===== config.mk =====
export PLATFORM = sky130hd
export DESIGN_NAME = sparse_row_max_inverse_sqrt_scale_flat
export DESIGN_NICKNAME = d
export VERILOG_FILES = /design/src/srmis_pkg.sv /design/src/srmis_if.sv /design/src/sparse_row_max_inverse_sqrt_scale.sv /design/src/srmis_front.sv /design/src/srmis_queue.sv /design/src/srmis_back.sv /design/src/flat_wrapper.sv
export SDC_FILE = /design/constraint.sdc
export NUM_CORES = 1
export LEC_CHECK = 0
export ABC_CLOCK_PERIOD_IN_PS = 6380
export BUFFER_PORTS_ARGS = -buffer_cell sky130_fd_sc_hd__buf_2
export CAP_MARGIN = 20
export CORE_ASPECT_RATIO = 1.2
export CORE_MARGIN = 3
export CORE_UTILIZATION = 41
export CTS_BUF_LIST = sky130_fd_sc_hd__clkbuf_16
export DETAILED_ROUTE_END_ITERATION = 10
export GPL_TIMING_DRIVEN = 0
export PLACE_DENSITY = 0.58
export SETUP_SLACK_MARGIN = 0.3
export SYNTH_ARGS = -nofsm -noshare
export SYNTH_HDL_FRONTEND = slang
export SYNTH_HIERARCHICAL = 1
export SYNTH_SLANG_ARGS = --single-unit
export TNS_END_PERCENT = 10

===== constraint.sdc =====
create_clock -name clock -period 6.38 [get_ports clock]
set_clock_uncertainty 0.05 [all_clocks]
set_input_delay 0.319 -clock clock [delete_from_list [all_inputs] [get_ports clock]]
set_output_delay 0.319 -clock clock [all_outputs]
set_load 0.01 [all_outputs]

===== src/srmis_pkg.sv =====
// Package for the sparse row max inverse square root scaler.
// Holds shared widths, constants and the queue entry type; no dependencies.
`default_nettype none
package srmis_pkg;
   localparam int WordWidth = 64;
   localparam int QueueDepthDefault = 4;
   localparam logic [63:0] AbsMask = 64'h7FFF_FFFF_FFFF_FFFF;
   localparam logic [63:0] PosInf = 64'h7FF0_0000_0000_0000;
   localparam logic [52:0] OneMant = 53'h10_0000_0000_0000;

   typedef struct packed {
      logic [63:0] max_bits;
   } row_type;
endpackage
`default_nettype wire


===== src/srmis_if.sv =====
// Valid/ready channel interfaces for the scaler.
// Depends on nothing but carries 64-bit payloads.
`default_nettype none
interface srmis_req_if;
   logic        valid;
   logic        ready;
   logic [63:0] entry_bits;
   logic        entry_present;
   logic        row_end;
   modport source (output valid, entry_bits, entry_present, row_end, input ready);
   modport sink (input valid, entry_bits, entry_present, row_end, output ready);
endinterface

interface srmis_rsp_if;
   logic        valid;
   logic        ready;
   logic [63:0] scale_bits;
   modport source (output valid, scale_bits, input ready);
   modport sink (input valid, scale_bits, output ready);
endinterface
`default_nettype wire


===== src/sparse_row_max_inverse_sqrt_scale.sv =====
// Top level of the sparse row max inverse square root scaler.
// Depends on srmis_pkg, srmis_if, srmis_front, srmis_queue and srmis_back.
//
// Usage: the req channel carries one matrix value per transaction
// (entry_bits, entry_present, row_end). The front end folds each value into
// the running magnitude maximum in the cycle it is accepted, so values stream
// at one per cycle while the queue has space. A transaction with row_end set
// closes the row and pushes its maximum into a small queue. The back end pops
// one maximum at a time, normalizes it, runs a 53-step square root recurrence
// and a 56-step reciprocal division, and returns 1/sqrt(max) on the rsp
// channel. A subnormal maximum is normalized one bit per cycle. Rows may
// arrive faster than the back end answers them only as long as the queue has
// space, after which req.ready drops. Zero and infinite maxima answer in the
// cycle after they are popped. Reset clears the maximum to +0, empties the
// queue and drops any pending result. While the receiver stalls, the result
// is held and the queue fills behind it.
`default_nettype none
module sparse_row_max_inverse_sqrt_scale
   import srmis_pkg::*;
#(
   parameter int QueueDepth = QueueDepthDefault
) (
   input  wire logic   clock,
   input  wire logic   reset,
   srmis_req_if.sink   req,
   srmis_rsp_if.source rsp
);
   logic    push_valid, push_ready, pop_valid, pop_ready;
   row_type push_data, pop_data;

   srmis_front u_front (.clock, .reset, .req, .push_ready, .push_valid, .push_data);
   srmis_queue #(.Depth(QueueDepth)) u_queue (
      .clock, .reset, .in_valid(push_valid), .in_ready(push_ready), .in_data(push_data),
      .out_valid(pop_valid), .out_ready(pop_ready), .out_data(pop_data));
   srmis_back u_back (.clock, .reset, .pop_valid, .pop_ready, .pop_data, .rsp);

   a_rsp_hold: assert property (@(posedge clock) disable iff (reset)
      rsp.valid && !rsp.ready |=> rsp.valid && $stable(rsp.scale_bits))
      else $error("result changed while stalled");
   a_pop_idle: assert property (@(posedge clock) disable iff (reset)
      pop_ready |-> !rsp.valid) else $error("pop while result pending");
   a_ready_queue: assert property (@(posedge clock) disable iff (reset)
      req.ready == push_ready) else $error("ready not tied to queue space");
endmodule
`default_nettype wire


===== src/srmis_front.sv =====
// Front end: tracks the running row maximum and pushes closed rows.
// Depends on srmis_pkg and srmis_if.
`default_nettype none
module srmis_front
   import srmis_pkg::*;
(
   input  wire logic    clock,
   input  wire logic    reset,
   srmis_req_if.sink    req,
   input  wire logic    push_ready,
   output logic         push_valid,
   output row_type      push_data
);
   logic [63:0] max_ff, max_in, mag, upd;

   assign req.ready = push_ready;
   assign mag = req.entry_bits & AbsMask;
   always_comb begin
      upd = max_ff;
      if (req.entry_present && mag <= PosInf && mag > max_ff) upd = mag;
   end
   assign push_valid = req.valid && req.row_end;
   assign push_data.max_bits = upd;

   always_comb begin
      max_in = max_ff;
      if (req.valid && req.ready) max_in = req.row_end ? 64'd0 : upd;
   end

   always_ff @(posedge clock) begin
      if (reset) max_ff <= '0;
      else max_ff <= max_in;
   end
endmodule
`default_nettype wire


===== src/srmis_queue.sv =====
// Small FIFO between front and back ends.
// Depends on srmis_pkg.
`default_nettype none
module srmis_queue
   import srmis_pkg::*;
#(
   parameter int Depth = QueueDepthDefault
) (
   input  wire logic clock,
   input  wire logic reset,
   input  wire logic in_valid,
   output logic      in_ready,
   input  row_type   in_data,
   output logic      out_valid,
   input  wire logic out_ready,
   output row_type   out_data
);
   localparam int AW = (Depth > 1) ? $clog2(Depth) : 1;
   row_type mem_ff [Depth];
   logic [AW-1:0] wp_ff, rp_ff;
   logic [AW:0] cnt_ff;
   logic wr, rd;

   assign in_ready = cnt_ff != Depth[AW:0];
   assign out_valid = cnt_ff != '0;
   assign out_data = mem_ff[rp_ff];
   assign wr = in_valid && in_ready;
   assign rd = out_valid && out_ready;

   always_ff @(posedge clock) begin
      if (wr) mem_ff[wp_ff] <= in_data;
   end
   always_ff @(posedge clock) begin
      if (reset) begin
         wp_ff <= '0;
         rp_ff <= '0;
         cnt_ff <= '0;
      end else begin
         if (wr) wp_ff <= (wp_ff == AW'(Depth - 1)) ? '0 : wp_ff + 1'b1;
         if (rd) rp_ff <= (rp_ff == AW'(Depth - 1)) ? '0 : rp_ff + 1'b1;
         cnt_ff <= cnt_ff + (AW+1)'(wr) - (AW+1)'(rd);
      end
   end
endmodule
`default_nettype wire


===== src/srmis_back.sv =====
// Back end: digit-recurrence square root then restoring reciprocal divide.
// Depends on srmis_pkg and srmis_if.
`default_nettype none
module srmis_back
   import srmis_pkg::*;
(
   input  wire logic  clock,
   input  wire logic  reset,
   input  wire logic  pop_valid,
   output logic       pop_ready,
   input  row_type    pop_data,
   srmis_rsp_if.source rsp
);
   localparam logic [1:0] StIdle = 2'd0, StNorm = 2'd1, StSqrt = 2'd2, StDiv = 2'd3;
   logic [1:0]   st_ff, st_in;
   logic [63:0]  x_ff, x_in;
   logic [11:0]  f_ff, f_in;      // biased exponent of m plus 125
   logic [5:0]   i_ff, i_in;
   logic [56:0]  rem_ff, rem_in;
   logic [55:0]  root_ff, root_in;
   logic         vld_ff, vld_in;
   logic [63:0]  out_ff, out_in;
   logic [56:0]  trial, rq;
   logic [1:0]   pair;
   logic [52:0]  r53;
   logic [10:0]  se, oe;
   logic [55:0]  q;

   assign pop_ready = st_ff == StIdle && !vld_ff;
   assign rsp.valid = vld_ff;
   assign rsp.scale_bits = out_ff;
   assign pair = (i_ff >= 6'd26) ? 2'(x_ff[53:0] >> (2 * i_ff - 6'd52)) : 2'd0;
   assign trial = {root_ff[54:0], 2'b01};
   assign rq = {rem_ff[54:0], pair};
   // Rounded root, valid once the recurrence ends.
   assign r53 = (rem_ff > {1'b0, root_ff}) ? root_ff[52:0] + 1'b1 : root_ff[52:0];
   assign q = root_ff;

   always_comb begin
      st_in = st_ff; x_in = x_ff; f_in = f_ff; i_in = i_ff;
      rem_in = rem_ff; root_in = root_ff; vld_in = vld_ff; out_in = out_ff;
      se = '0; oe = '0;
      if (vld_ff && rsp.ready) vld_in = 1'b0;
      case (st_ff)
         StIdle: begin
            if (pop_valid && pop_ready) begin
               if (pop_data.max_bits == '0) begin
                  out_in = PosInf; vld_in = 1'b1;
               end else if (pop_data.max_bits >= PosInf) begin
                  out_in = '0; vld_in = 1'b1;
               end else begin
                  if (pop_data.max_bits[62:52] == '0) begin
                     x_in = {12'd0, pop_data.max_bits[51:0]};
                     f_in = 12'd126;
                  end else begin
                     x_in = {11'd0, 1'b1, pop_data.max_bits[51:0]};
                     f_in = 12'(pop_data.max_bits[62:52]) + 12'd125;
                  end
                  st_in = StNorm;
               end
            end
         end
         StNorm: begin
            if (!x_ff[52]) begin
               x_in = x_ff << 1; f_in = f_ff - 1'b1;
            end else begin
               if (f_ff[0]) begin
                  x_in = x_ff << 1; f_in = f_ff - 1'b1;
               end
               i_in = 6'd52; rem_in = '0; root_in = '0; st_in = StSqrt;
            end
         end
         StSqrt: begin
            if (rq >= trial) begin
               rem_in = rq - trial; root_in = {root_ff[54:0], 1'b1};
            end else begin
               rem_in = rq; root_in = {root_ff[54:0], 1'b0};
            end
            i_in = i_ff - 1'b1;
            if (i_ff == '0) st_in = StDiv;
            if (st_ff == StSqrt && i_ff == '0) begin end
         end
         StDiv: begin
            // First entry: rounded root is set up as divisor in x, quotient in root.
            if (i_ff == 6'h3F) begin
               if (rem_ff > {1'b0, root_ff} &&
                   root_ff[52:0] == 53'h1F_FFFF_FFFF_FFFF) begin
                  x_in = {11'd0, OneMant}; f_in = f_ff + 12'd2;
               end else begin
                  x_in = {11'd0, r53};
               end
               rem_in = {4'd0, OneMant}; root_in = '0; i_in = 6'd55;
            end else begin
               if (rem_ff >= {4'd0, x_ff[52:0]}) begin
                  rem_in = (rem_ff - {4'd0, x_ff[52:0]}) << 1;
                  root_in = {root_ff[54:0], 1'b1};
               end else begin
                  rem_in = rem_ff << 1; root_in = {root_ff[54:0], 1'b0};
               end
               i_in = i_ff - 1'b1;
               if (i_ff == '0) begin
                  se = 11'(f_ff >> 1) + 11'd449 - 11'd600;
                  st_in = StIdle; vld_in = 1'b1;
                  out_in = '0;
                  if (x_ff[52:0] == OneMant) begin
                     oe = 11'd2046 - 11'(f_ff >> 1) - 11'd449;
                     out_in = {1'b0, oe, 52'd0};
                  end else begin
                     // root_in holds 56 quotient bits of 2^55/d scaled, leading bit at 54.
                     oe = 11'd2045 - 11'(f_ff >> 1) - 11'd449;
                     out_in = {1'b0, oe, root_in[53:2]} + 64'(root_in[1] &
                              (root_in[0] | (rem_in != '0) | root_in[2]));
                  end
                  if (se == '0) out_in = out_in;
               end
            end
         end
         default: st_in = StIdle;
      endcase
      if (st_ff == StSqrt && i_ff == '0) i_in = 6'h3F;
   end

   always_ff @(posedge clock) begin
      if (reset) begin
         st_ff <= StIdle; vld_ff <= 1'b0;
      end else begin
         st_ff <= st_in; vld_ff <= vld_in;
      end
      x_ff <= x_in; f_ff <= f_in; i_ff <= i_in; rem_ff <= rem_in;
      root_ff <= root_in; out_ff <= out_in;
   end
   logic unused;
   assign unused = ^q;
endmodule
`default_nettype wire


===== src/flat_wrapper.sv =====
// flat-port wrapper written by rule: the top's interface ports become plain ports
module sparse_row_max_inverse_sqrt_scale_flat import srmis_pkg::*;
#(
   parameter int QueueDepth = QueueDepthDefault
)
  (clock, reset, req_valid, req_entry_bits, req_entry_present, req_row_end, req_ready, rsp_valid, rsp_scale_bits, rsp_ready);
  srmis_req_if req_i ();
  srmis_rsp_if rsp_i ();
  input  wire logic clock;
  input  wire logic reset;
  input wire logic [$bits(req_i.valid)-1:0] req_valid;
  input wire logic [$bits(req_i.entry_bits)-1:0] req_entry_bits;
  input wire logic [$bits(req_i.entry_present)-1:0] req_entry_present;
  input wire logic [$bits(req_i.row_end)-1:0] req_row_end;
  output wire logic [$bits(req_i.ready)-1:0] req_ready;
  output wire logic [$bits(rsp_i.valid)-1:0] rsp_valid;
  output wire logic [$bits(rsp_i.scale_bits)-1:0] rsp_scale_bits;
  input wire logic [$bits(rsp_i.ready)-1:0] rsp_ready;
  assign req_i.valid = req_valid;
  assign req_i.entry_bits = req_entry_bits;
  assign req_i.entry_present = req_entry_present;
  assign req_i.row_end = req_row_end;
  assign req_ready = req_i.ready;
  assign rsp_valid = rsp_i.valid;
  assign rsp_scale_bits = rsp_i.scale_bits;
  assign rsp_i.ready = rsp_ready;
  sparse_row_max_inverse_sqrt_scale #(.QueueDepth(QueueDepth)) u_core (.clock(clock), .reset(reset), .req(req_i), .rsp(rsp_i));
endmodule

==> results of run 1 <==
==> cells by family (layout without fill, tap and decap cells) <==
logic type      count (synthesis)  in the layout  synth area share
compound gates                873            873             0.160
xor+xnor                      218            218            0.0509
fa+ha+maj                     209            209            0.0701
buf+inv                       433            759            0.0485
flops                         581            581             0.443
mux                           205            205            0.0879
other cells                     0              2                 0
simple gates                 1044           1044             0.139
==> registers in the layout, indices dropped and copies added, names as in the netlist, named ones only <==
register                      flops
u_core/u_queue/mem_ff           256
u_core/u_back/st_ff               2
u_core/u_queue/rp_ff              2
u_core/u_back/rem_ff             57
u_core/u_back/x_ff               54
u_core/u_back/i_ff                6
u_core/u_back/rsp.scale_bits     64
u_core/u_back/q                  56
u_core/u_back/rsp.valid           1
u_core/u_queue/wp_ff              2
u_core/u_back/f_ff               12
u_core/u_front/max_ff            64
u_core/u_queue/cnt_ff             3
==> layout make-up <==
| cell class | count | area share |
|---|---|---|
| Tap cell | 1159 | 0.0340 |
| Inverter | 248 | 0.0220 |
| Buffer | 185 | 0.0209 |
| Clock buffer | 60 | 0.0352 |
| Multi-Input combinational cell | 2549 | 0.448 |
| Sequential cell | 581 | 0.390 |
| Clock inverter | 54 | 0.0129 |
| Antenna cell | 2 | 0.000117 |
| Timing Repair Buffer | 212 | 0.0368 |
==> final timing paths <==
path                                                   to  cells past startpoint                    start
worst max-delay path             u_core/u_back/rem_ff[52]                     19    u_core/u_back/i_ff[1]
worst min-delay path            u_core/u_front/max_ff[63]                      3                req_valid
worst max register to register   u_core/u_back/rem_ff[52]                     19    u_core/u_back/i_ff[1]
worst min register to register                  flip-flop                      2  u_core/u_queue/rp_ff[0]
==> synth_stat cells, types with 15 or more instances <==
| cell | n | area, um^2 |
|---|---|---|
| a211oi_1 | 21 | 158 |
| a21o_1 | 73 | 548 |
| a21oi_1 | 215 | 1080 |
| a221o_1 | 18 | 180 |
| a22oi_1 | 62 | 465 |
| a31oi_1 | 17 | 106 |
| a32o_1 | 64 | 641 |
| and2_1 | 20 | 125 |
| and3_1 | 38 | 238 |
| buf_2 | 29 | 145 |
| buf_4 | 20 | 150 |
| clkbuf_1 | 115 | 432 |
| dfxtp_1 | 82 | 1640 |
| edfxtp_1 | 499 | 15000 |
| ha_1 | 207 | 2590 |
| inv_1 | 244 | 916 |
| mux2_4 | 60 | 901 |
| mux2i_1 | 62 | 621 |
| mux4_2 | 72 | 1620 |
| nand2_1 | 225 | 845 |
| nand2b_1 | 17 | 106 |
| nand3_1 | 102 | 510 |
| nand4_1 | 79 | 494 |
| nor2_1 | 286 | 1070 |
| nor2b_1 | 15 | 93.8 |
| nor3_1 | 88 | 440 |
| nor4_1 | 86 | 538 |
| o211ai_1 | 25 | 188 |
| o21a_1 | 27 | 203 |
| o21ai_0 | 136 | 681 |
| o21ai_1 | 17 | 85.1 |
| o21bai_1 | 35 | 263 |
| o22ai_1 | 26 | 163 |
| or3_1 | 20 | 125 |
| xnor2_1 | 179 | 1570 |
| xor2_1 | 39 | 342 |
==> power by group <==
part,leakage [nW],internal [W],switching [W]
clock network,1.00,0.00206,0.00160
logic,9.37,0.00559,0.0106
registers,5.39,0.00558,0.00137
==> repair_timing <==
action | in CTS | in global routing
setup buffers | 0 | 0
endpoints found under the setup margin | 2 | 4
gates resized for setup | 1 | 3
hold buffers | 65 | 0
pin swaps | 0 | 0
hold endpoints to repair | 217 | 0
==> worst max-delay path, delay by kind of cell, from the launching register on <==
family | cells | cell delay [ns]
buf+inv | 4 | 0.86
flops | 1 | 0.33
fa+ha+maj | 2 | 0.64
compound gates | 8 | 2.33
mux | 1 | 0.51
simple gates | 4 | 1.13
==> stage by stage <==
stage | TNS (ns) | utilization
2_1_floorplan | 0 | -
3_3_place_gp | -188.25 | 0.441
3_5_place_dp | 0 | 0.444
4_1_cts | 0 | 0.474
5_1_grt | 0 | 0.474
6_report | 0 | 0.474
==> metal layers <==
| layer | vias to the layer above | global-route usage |
|---|---|---|
| met2 | 1495 | 0.474 |
| met1 | 15159 | 0.343 |
| met3 | 440 | 0.0361 |
| met4 | 2 | 0.198 |
| met5 | - | 0 |
| li1 | 14108 | - |
==> flow_metrics.tcl, run 1 <==
set metrics [dict create \
    die_width_um 282 \
    arrival_ns 6.47 \
    drv.max_cap_violation_count 0 \
    clockRootBuffer "clkbuf_16" \
    vias 31204 \
    layout_common_cells "edfxtp_1, nor2_1, inv_1, nand2_1, a21oi_1" \
    r2r_setup_slack_ns 0.39 \
    crit_path_cell_trace "buf_2 > inv_1 > ha_1 > buf_2 > buf_4 > mux4_2 > o221ai_1 > and3_1 > nand2_1 > ha_1 > o21a_1 > o211ai_1 > nand2_1 > o31ai_2 > a211oi_2 > o221a_2 > or3_1 > a41oi_1 > a221o_1" \
    yosysUniqueCellTypes 104 \
    start_kind "flip-flop" \
    hpwl_mm 109 \
    status "complete, no violations" \
    synth_area_mm2 0.0375 \
    drc 0 \
    hold_viol 0 \
    ant_nets 0 \
    powerDensity_mw_per_mm2 630 \
    synth_edf_count 499 \
    critPathSlowestCell "mux4_2" \
    drt_iter0_markers 3278 \
    ys_warn_count 6 \
    ys.flop_type "edfxtp_1" \
    placedInstanceArea_mm2 0.0399 \
    cts_buffers 60 \
    instances_no_fill 5050 \
    drive_above_1_share 0.128 \
    start_util 0.417 \
    wl_met1_mm 52.3 \
    first_pass_iters 6 \
    viasPerCell 6.18 \
    period_needed_ns 5.99 \
    syn_inst 3563 \
    place_congestion 1.01 \
    cts_tree "built" \
    crit_path_max_fanout 10 \
    multi_input_area_mm2 0.0191 \
    cellLeakagePower_nw 15.8 \
    crit_required_ns 6.86 \
    grt_max_degree 64 \
    grt_overflow 0 \
    gr-usage-all-layers 0.285 \
    hold_ws_ns 0.0620 \
    slew_headroom 0.198 \
    fin_ws_ns 0.392 \
    power.total_w 0.0268 \
    final_cell_area_mm2 0.0426 \
    synth_fp_nets 3842 \
    area_growth_pct 13.7 \
    seqCellArea_mm2 0.0166 \
    fill_cells 8315 \
    rows 120 \
    rsz0062_at_grt "yes" \
    max_freq_ghz 0.167 \
    topRoutingLayerUsed "met5" \
    clock_latency_ns 0.67 \
    setup_viol 0 \
    clock_path_buffers 3 \
    synth-seq-area-share 0.443 \
    placed_cells 4868 \
    ys_ff_latch 581 \
    dieArea_mm2 0.0951 \
    ir_drop_mv 0.316 \
    worst_slew_pin_slew_ns 1.20 \
    grt_pass1_wl_mm 200 \
    finalMaxSlewViolations 0 \
    path_clk_slew_ns 0.07 \
    wl_per_cell_um 27.2 \
    wl_met2_mm 65.0 \
    min_path_type "in2reg" \
    cts.sinks 581 \
    synth.avg_cell_area_um2 10.5 \
    coreArea_mm2 0.0899 \
    crit_type "reg2reg" \
    grt_pass1_vias 30474 \
    async_flop_share 0 \
    pin_count 136 \
    critPathMaxStageDelay_ns 0.51 \
    nets 4116 \
    antenna_found_initial 6 \
    die_h_um 337 \
    dp_slack_ns 0.236 \
    fin_crit_sh 0.938 \
    crit_path_end_kind "flip-flop" \
    drt-total-wl_mm 138 \
    portBuffers 134 \
    final_common_cell "edfxtp_1" \
    wl_met3_mm 8.78 \
    htreeDepth 2 \
]
Note: power is estimated with default switching activity, not from simulation.
==> run 2, diff against run 1 <==
--- a/config.mk
+++ b/config.mk
@@ -18,6 +18,5 @@
 export SETUP_SLACK_MARGIN = 0.3
 export SYNTH_ARGS = -nofsm -noshare
 export SYNTH_HDL_FRONTEND = slang
-export SYNTH_HIERARCHICAL = 1
 export SYNTH_SLANG_ARGS = --single-unit
 export TNS_END_PERCENT = 10
==> run 2 against run 1 <==
Register-to-register slack better by 0.15 ns. Non-clock buffer count shrank 1. Combinational power fell by 16%. Sequential power fell by 6.3%. Critical path depth increased by 2. Count of clock-buffer cells in the layout is 2 higher. Clock power shrank 2%.
==> flow_metrics.tcl, run 2 <==
set metrics [dict create \
    synth_edf_count 499 \
    wl_per_cell_um 25.1 \
    area_growth_pct 14.4 \
    async_flop_share 0 \
    slew_headroom 0.161 \
    grt_max_degree 62 \
    cts_tree "built" \
    drt_iter0_markers 2497 \
    sw_frac_of_total 0.474 \
    largest_reg_flops 256 \
    ir_drop_mv 0.271 \
    grt_overflow 0 \
    regMostFlops "u_core.u_queue.mem_ff" \
    worst_slew_pin_slew_ns 1.25 \
    yosys.area.top_type "edfxtp_1" \
    setup_viol 0 \
    p_clk_frac 0.152 \
    powerDensity_mw_per_mm2 571 \
    syn_inst 3443 \
    cts_buffers 61 \
    path_clk_slew_ns 0.06 \
    final_common_cell "edfxtp_1" \
    place_congestion 0.999 \
    first_pass_iters 8 \
    hold_viol 0 \
    viasPerCell 5.90 \
    max_freq_ghz 0.171 \
    synth-seq-area-share 0.457 \
    crit_type "reg2reg" \
    fill_cells 8162 \
    drv.max_cap_violation_count 0 \
    ys.flop_type "edfxtp_1" \
    crit_required_ns 6.68 \
    r2r_cells 21 \
    die_h_um 332 \
    synth_fp_nets 3721 \
    crit_path_end_kind "flip-flop" \
    cts.sinks 581 \
    yosysUniqueCellTypes 87 \
    crit_path_max_fanout 11 \
    synth.avg_cell_area_um2 10.6 \
    grt_pass1_wl_mm 182 \
    power.total_w 0.0237 \
    layout_common_cells "edfxtp_1, nor2_1, inv_1, nand2_1, ha_1" \
    p_int_w 0.0125 \
    gr-usage-all-layers 0.261 \
    final_cell_area_mm2 0.0416 \
    synthTopCellsByArea "edfxtp_1, ha_1, mux4_2, dfxtp_1, xnor2_1" \
    start_util 0.414 \
    p_sw_w 0.0112 \
    p_comb_frac 0.574 \
    fin_util 0.473 \
    hp-start "req_row_end" \
    drive_above_1_share 0.122 \
    rows 119 \
    ys_top_cells_by_count "edfxtp_1, nor2_1, inv_1, nand2_1, ha_1" \
    rsz0062_at_grt "no" \
    cellLeakagePower_nw 15.6 \
    dieArea_mm2 0.0923 \
    status "complete, no violations" \
    pin_count 136 \
    period_needed_ns 5.84 \
    drc 0 \
    vias 29059 \
    hpwl_mm 97.5 \
    min_to "u_core.u_front.max_ff[24]" \
    drt-total-wl_mm 124 \
    ys_warn_count 0 \
    coreArea_mm2 0.0878 \
    clock_path_buffers 3 \
    die_width_um 278 \
    nets 4003 \
    clock_latency_ns 0.67 \
    grt_pass1_vias 28698 \
    synth_area_mm2 0.0364 \
    worst_r2r_endpoint "u_core.u_back.rem_ff[38]" \
    htreeDepth 2 \
    synth_top_cell_area_share 0.412 \
    ys_ff_latch 581 \
    clockRootBuffer "clkbuf_16" \
    hold_depth 4 \
    placedInstanceArea_mm2 0.0389 \
    start_kind "flip-flop" \
    r2r_setup_slack_ns 0.54 \
    fin_crit_sh 0.915 \
    seqPwrFrac 0.274 \
    portBuffers 133 \
    min_path_type "in2reg" \
    ant_nets 0 \
    antenna_found_initial 2 \
    synth_most_common_cell "edfxtp_1" \
    reg2reg_from "u_core.u_back.i_ff[1]" \
    hold_ws_ns 0.286 \
    finalMaxSlewViolations 0 \
    arrival_ns 6.14 \
]
==> run 2: what timing repair did <==
action	4_1_cts	5_1_grt
buffers inserted	0	2
endpoints found under the hold margin	65	0
hold buffers	65	0
setup endpoints to repair	23	5
gates resized for setup	6	3
==> run 2: cells by family (layout without fill, tap and decap cells) <==
group                      count (synthesis)  count (layout)  share of synthesized area
AOI/OAI and AO/OA                        832             832                      0.151
xor gates and xnor gates                 237             237                     0.0571
adders and majority gates                208             208                     0.0720
buffers and inverters                    416             746                     0.0451
DFF                                      581             581                      0.457
muxes                                    232             232                     0.0921
other                                      0               1                          0
and+or+nand+nor                          937             937                      0.125
==> run 2: layer usage <==
| metal | vias up | wire length (um) | global-route usage |
|---|---|---|---|
| met1 | 14144 | 50000 | 0.326 |
| met2 | 1061 | 58900 | 0.440 |
| li1 | 13574 | - | - |
| met4 | 0 | 8600 | 0.155 |
| met3 | 280 | 6280 | 0.0261 |
| met5 | - | 0 | 0 |
==> run 2: area by class of cell <==
class / count / area, um^2 / share of cell area
multi-input cells: 2446 / 18200 / 0.438
flip-flops and latches: 581 / 16600 / 0.400
repair buffers: 219 / 1660 / 0.0400
clock buffers: 62 / 1550 / 0.0373
well taps: 1149 / 1440 / 0.0346
inverters: 239 / 903 / 0.0217
plain buffers: 177 / 739 / 0.0178
clock inverters: 49 / 464 / 0.0112
diodes: 1 / 2.50 / 0.0000602
==> run 2: how the worst max path moves through the flow <==
stage	startpoint	endpoint	slack, ns
after global placement	flip-flop	u_core.u_back.rsp.scale_bits[3]	-1.60
after global routing	flip-flop	u_core.u_back.rsp.scale_bits[8]	0.35
after floorplan	flip-flop	u_core.u_back.f_ff[10]	1.21
after CTS	u_core.u_back.i_ff[1]	u_core.u_back.rem_ff[38]	0.29
after detailed placement	u_core.u_back.i_ff[1]	u_core.u_back.rem_ff[38]	-0.26
final	u_core.u_back.i_ff[1]	u_core.u_back.rem_ff[38]	0.54
==> run 2: metrics by stage <==
| stage | worst slack [ns] | cells | TNS, ns |
|---|---|---|---|
| floorplan | 1.21 | 3443 | 0 |
| global placement | -1.60 | 4725 | -158.58 |
| detailed placement | -0.260 | 4744 | -0.260 |
| CTS | 0.292 | 4920 | 0 |
| global route | 0.352 | 4922 | 0 |
| finish | 0.541 | 4923 | 0 |
==> run 2: critical path: stages (launching register included) <==
cell	delay (ns)
dfxtp_1	0.41
inv_2	0.17
ha_1	0.31
buf_2	0.23
buf_2	0.29
nor2_1	0.08
a21oi_1	0.15
o311ai_0	0.15
o221ai_2	0.47
nand2_1	0.20
ha_1	0.30
nor2b_1	0.12
o21ai_0	0.11
a211oi_1	0.35
o21ai_1	0.20
o21ai_2	0.37
o31ai_2	0.15
o21ai_0	0.44
a311oi_2	0.23
and3_1	0.22
o31ai_2	0.34
o221ai_1	0.18
==> run 2: power groups by stage <==
stage / Clock, W / Combinational, W / Sequential, W
finish: 0.00360 / 0.0136 / 0.00651
global route: 0.00381 / 0.0147 / 0.00659
CTS: 0.00367 / 0.0134 / 0.00647
detailed placement: 0 / 0.0132 / 0.00655
global placement: 0 / 0.0130 / 0.00667
floorplan: 0 / 0.00902 / 0.00629
